### src/hdl/freq_residency_table_top_assert.svh
// assertion macros for the frequency residency table
`ifndef FREQ_RESIDENCY_TABLE_TOP_ASSERT_SVH
`define FREQ_RESIDENCY_TABLE_TOP_ASSERT_SVH

`ifndef ASSERT_OFF

`define FRT_ASSERT(label, prop, msg) \
    label: assert property (@(posedge clk) disable iff (!rst_n) prop) else $error(msg);

`define FRT_ASSERT_NEXT(label, ante, cons, msg) \
    label: assert property (@(posedge clk) disable iff (!rst_n) (ante) |=> (cons)) \
        else $error(msg);

`else

`define FRT_ASSERT(label, prop, msg)

`define FRT_ASSERT_NEXT(label, ante, cons, msg)

`endif

`endif

### src/hdl/frt_ram.sv
module frt_ram #(
    parameter int WIDTH = 8,
    parameter int DEPTH = 16
) (
    input  logic                                      clk,
    input  logic                                      we,
    input  logic [((DEPTH > 1) ? $clog2(DEPTH) : 1)-1:0] waddr,
    input  logic [WIDTH-1:0]                          wdata,
    input  logic [((DEPTH > 1) ? $clog2(DEPTH) : 1)-1:0] raddr,
    output logic [WIDTH-1:0]                          rdata
);

    logic [WIDTH-1:0] mem_reg [DEPTH];
    logic [WIDTH-1:0] rdata_reg;

    always_ff @(posedge clk)
    begin
        if (we)
        begin
            mem_reg[waddr] <= wdata;
        end
        rdata_reg <= mem_reg[raddr];
    end

    assign rdata = rdata_reg;

endmodule

### config.mk
export PLATFORM = sky130hd
export DESIGN_NAME = frt_ram
export DESIGN_NICKNAME = d
export VERILOG_FILES = /design/src/hdl/freq_residency_table_top_assert.svh /design/src/hdl/frt_ram.sv
export SDC_FILE = /design/constraint.sdc
export NUM_CORES = 1
export LEC_CHECK = 0
export BUFFER_PORTS_ARGS = -buffer_cell sky130_fd_sc_hd__buf_2
export CORE_ASPECT_RATIO = 0.6
export CORE_MARGIN = 4
export CORE_UTILIZATION = 35
export DETAILED_ROUTE_END_ITERATION = 10
export GPL_TIMING_DRIVEN = 0
export PLACE_DENSITY_LB_ADDON = 0.1
export SLEW_MARGIN = 10
export SYNTH_ARGS = -nofsm -noshare
export SYNTH_HDL_FRONTEND = slang
export SYNTH_SLANG_ARGS = --single-unit
### constraint.sdc
create_clock -name clk -period 1.7 [get_ports clk]
set_clock_uncertainty 0.05 [all_clocks]
set_input_delay 0.085 -clock clk [delete_from_list [all_inputs] [get_ports clk]]
set_output_delay 0.085 -clock clk [all_outputs]
set_load 0.1 [all_outputs]
==> flow_summary.ini <==
[logic_synthesis]
synthTopCellsByArea = edfxtp_1 (75%), mux4_2 (7.9%), mux4_1 (7.1%)
ys.warnings.count = 0
yosysTopAreaCell = edfxtp_1
synth_top_area_share_pct = 74.7
synth_edf_count = 128
synth_cell_types = 19
avgSynthCellArea_sq_um = 22.5
synth_area_sq_um = 5150
synth_compound_area_share_pct = 2.33
synth.net_count = 247
synth_top_family_by_area = multiplexers
async_reset_ff_share_pct = 0
synth_common_cells = edfxtp_1 (128), mux4_2 (18), a22oi_1 (16)
ys_seq_elements = 136
synth-simple-area-share_pct = 3.18
synth_most_common_cell = edfxtp_1
synthXorXnorAreaFrac_pct = 0
synth_ff_type = edfxtp_1
synthAdderAreaFrac_pct = 0
synth_mux_area_share_pct = 15.0
synthCells = 229
ys_seq_area_share_pct = 77.8

[floorplan]
die_x_um = 165
io_pins = 26
start_util_pct = 35.6
core_sq_um = 14500
die_h_um = 102
rows = 34
die-area_sq_um = 16800

[global_route]
globalRouteMet3Util_pct = 3.14
grt_max_degree = 17
grt_pass1_vias = 2456
antenna_found_initial = 0
use_met1_pct = 21.9
use_met2_pct = 20.3
grt_pass1_wl_mm = 16.3
grtUsageTotal_pct = 14.4
busiest_layer = met1
overflow = 0

[clock_network]
clock_sinks = 136
clk_path_buf_depth = 2
clk_latency_ps = 410
cts_tree = yes
cts_buffers = 17
clk_pin_slew_ps = 60
post_cts_resized = 0
cts_hold_buf = 0
post_cts_buffers = 0
clock-root-buffer = clkbuf_16
htreeDepth = 4

[finish]
area_delta_synth_final_pct = 18.4
largest_register_ffs = 128
fillers = 1307
stdcell_count = 483
seqCellArea_sq_um = 4000
multi_input_area_sq_um = 1080
diodes = 0
nets = 290
drive_above_1_share_pct = 29.1

[route]
drc = 0
num_vias = 2419
first_iter_violations = 189
ant_nets = 0
drt-total-wl_mm = 11.2
wl_per_cell_um = 23.3
via_per_inst = 5.01
dr.pass1.iters = 4

[power]
power.total_mw = 7.80
vdd_drop_max_mv = 0.562
p_per_area_nw_per_um2 = 1280
leakage_nw = 2.01

[timing]
finalCritPeriodShare_pct = 88.2
drv_slew = 0
fin_crit_ps = 1500
fmaxAchievable_ghz = 0.667
setup_viol = 0
maxSlewHeadroom_pct = 38.4
worstMarginPinSlew_ps = 920
final_hold_viol_count = 0
setup_ws_ps = 200
rsz0062_at_grt = no

[critical_path]
endpoint_kind = register
cp.arrival_ps = 1720
cp_max_fo = 1
critical_path_class = reg -> reg
start_kind = register
worst-path-buf-inv = 0
cpPeakStageDelay_ps = 570
required_ps = 1920
path_delay_family = multiplexers
r2r_cells = 3
cp_cell_sequence = mux4_1 > a22oi_1 > nand2_1
cp_slowest_cell = mux4_1
cp.depth = 3
r2r_slack_ps = 200

[min_path]
hp-class = in -> reg
hold_path_depth = 1

[placed_design]
place_inst = 451
dp_hpwl_mm = 7.23
io_buffer_count = 24
gp_congestion = 0.774
place_ws_ps = -220

[run]
maxCapViolations = 0

[status]
outcome = complete, no violations
stage by stage:
stage,hold WS (ps),util (%),area [sq um],setup TNS (ps)
after global routing,38.4,42.1,6100,0
after CTS,26.4,42.1,6090,0
after global placement,459,38.1,5520,-13890
final,38.9,42.1,6100,0
after floorplan,134,-,5150,0
after detailed placement,463,38.2,5530,-6670
layer usage:
layer / wire (um) / up-vias
li1: - / 1059
met5: 0 / -
met3: 373 / 8
met2: 5030 / 41
met1: 5780 / 1311
met4: 69 / 0
cells in the final DEF, fill, tap and decap left out, drive strengths merged:
master	count
nand3b	2
clkdlybuf4s25	3
bufinv	2
buf	31
dfxtp	8
clkbuf	22
nand3	1
nand2	9
and2	1
clkinvlp	2
and2b	1
clkinv	6
mux4	32
nor2	13
nand2b	2
nor3	4
or3b	1
edfxtp	128
a22oi	16
nor2b	1
report_power, final:
part	switching, mW	internal, mW	leakage [nW]
Sequential	0.0170	3.75	1.22
Clock	1.31	2.18	0.269
Combinational	0.390	0.150	0.520
Total	1.72	6.08	2.01
worst paths after layout:
path	from	endpoint
min reg2reg	mem_reg[8][1]	rdata[1]
min	wdata[1]	mem_reg[15][1]
max	mem_reg[9][2]	rdata[2]
max reg2reg	mem_reg[9][2]	rdata[2]
worst register-to-register path, cell delays in order (launching register included):
cell	delay, ps
edfxtp_1	350
mux4_1	570
a22oi_1	260
nand2_1	130
cell families (layout without fill, tap and decap cells):
family                 after synthesis  in the layout
DFF                                136            136
buffers and inverters               10             66
AOI/OAI and AO/OA                   16             16
and+or+nand+nor                     35             35
muxes                               32             32
cell type report:
class,count,area share [%]
buffer,10,1.42
timing repair buffer,24,1.97
sequential,136,65.7
tap,198,4.06
multi-input combinational,83,17.7
clock inverter,10,1.74
clock buffer,22,7.45
No activity file was read; power rests on OpenSTA's default activity.
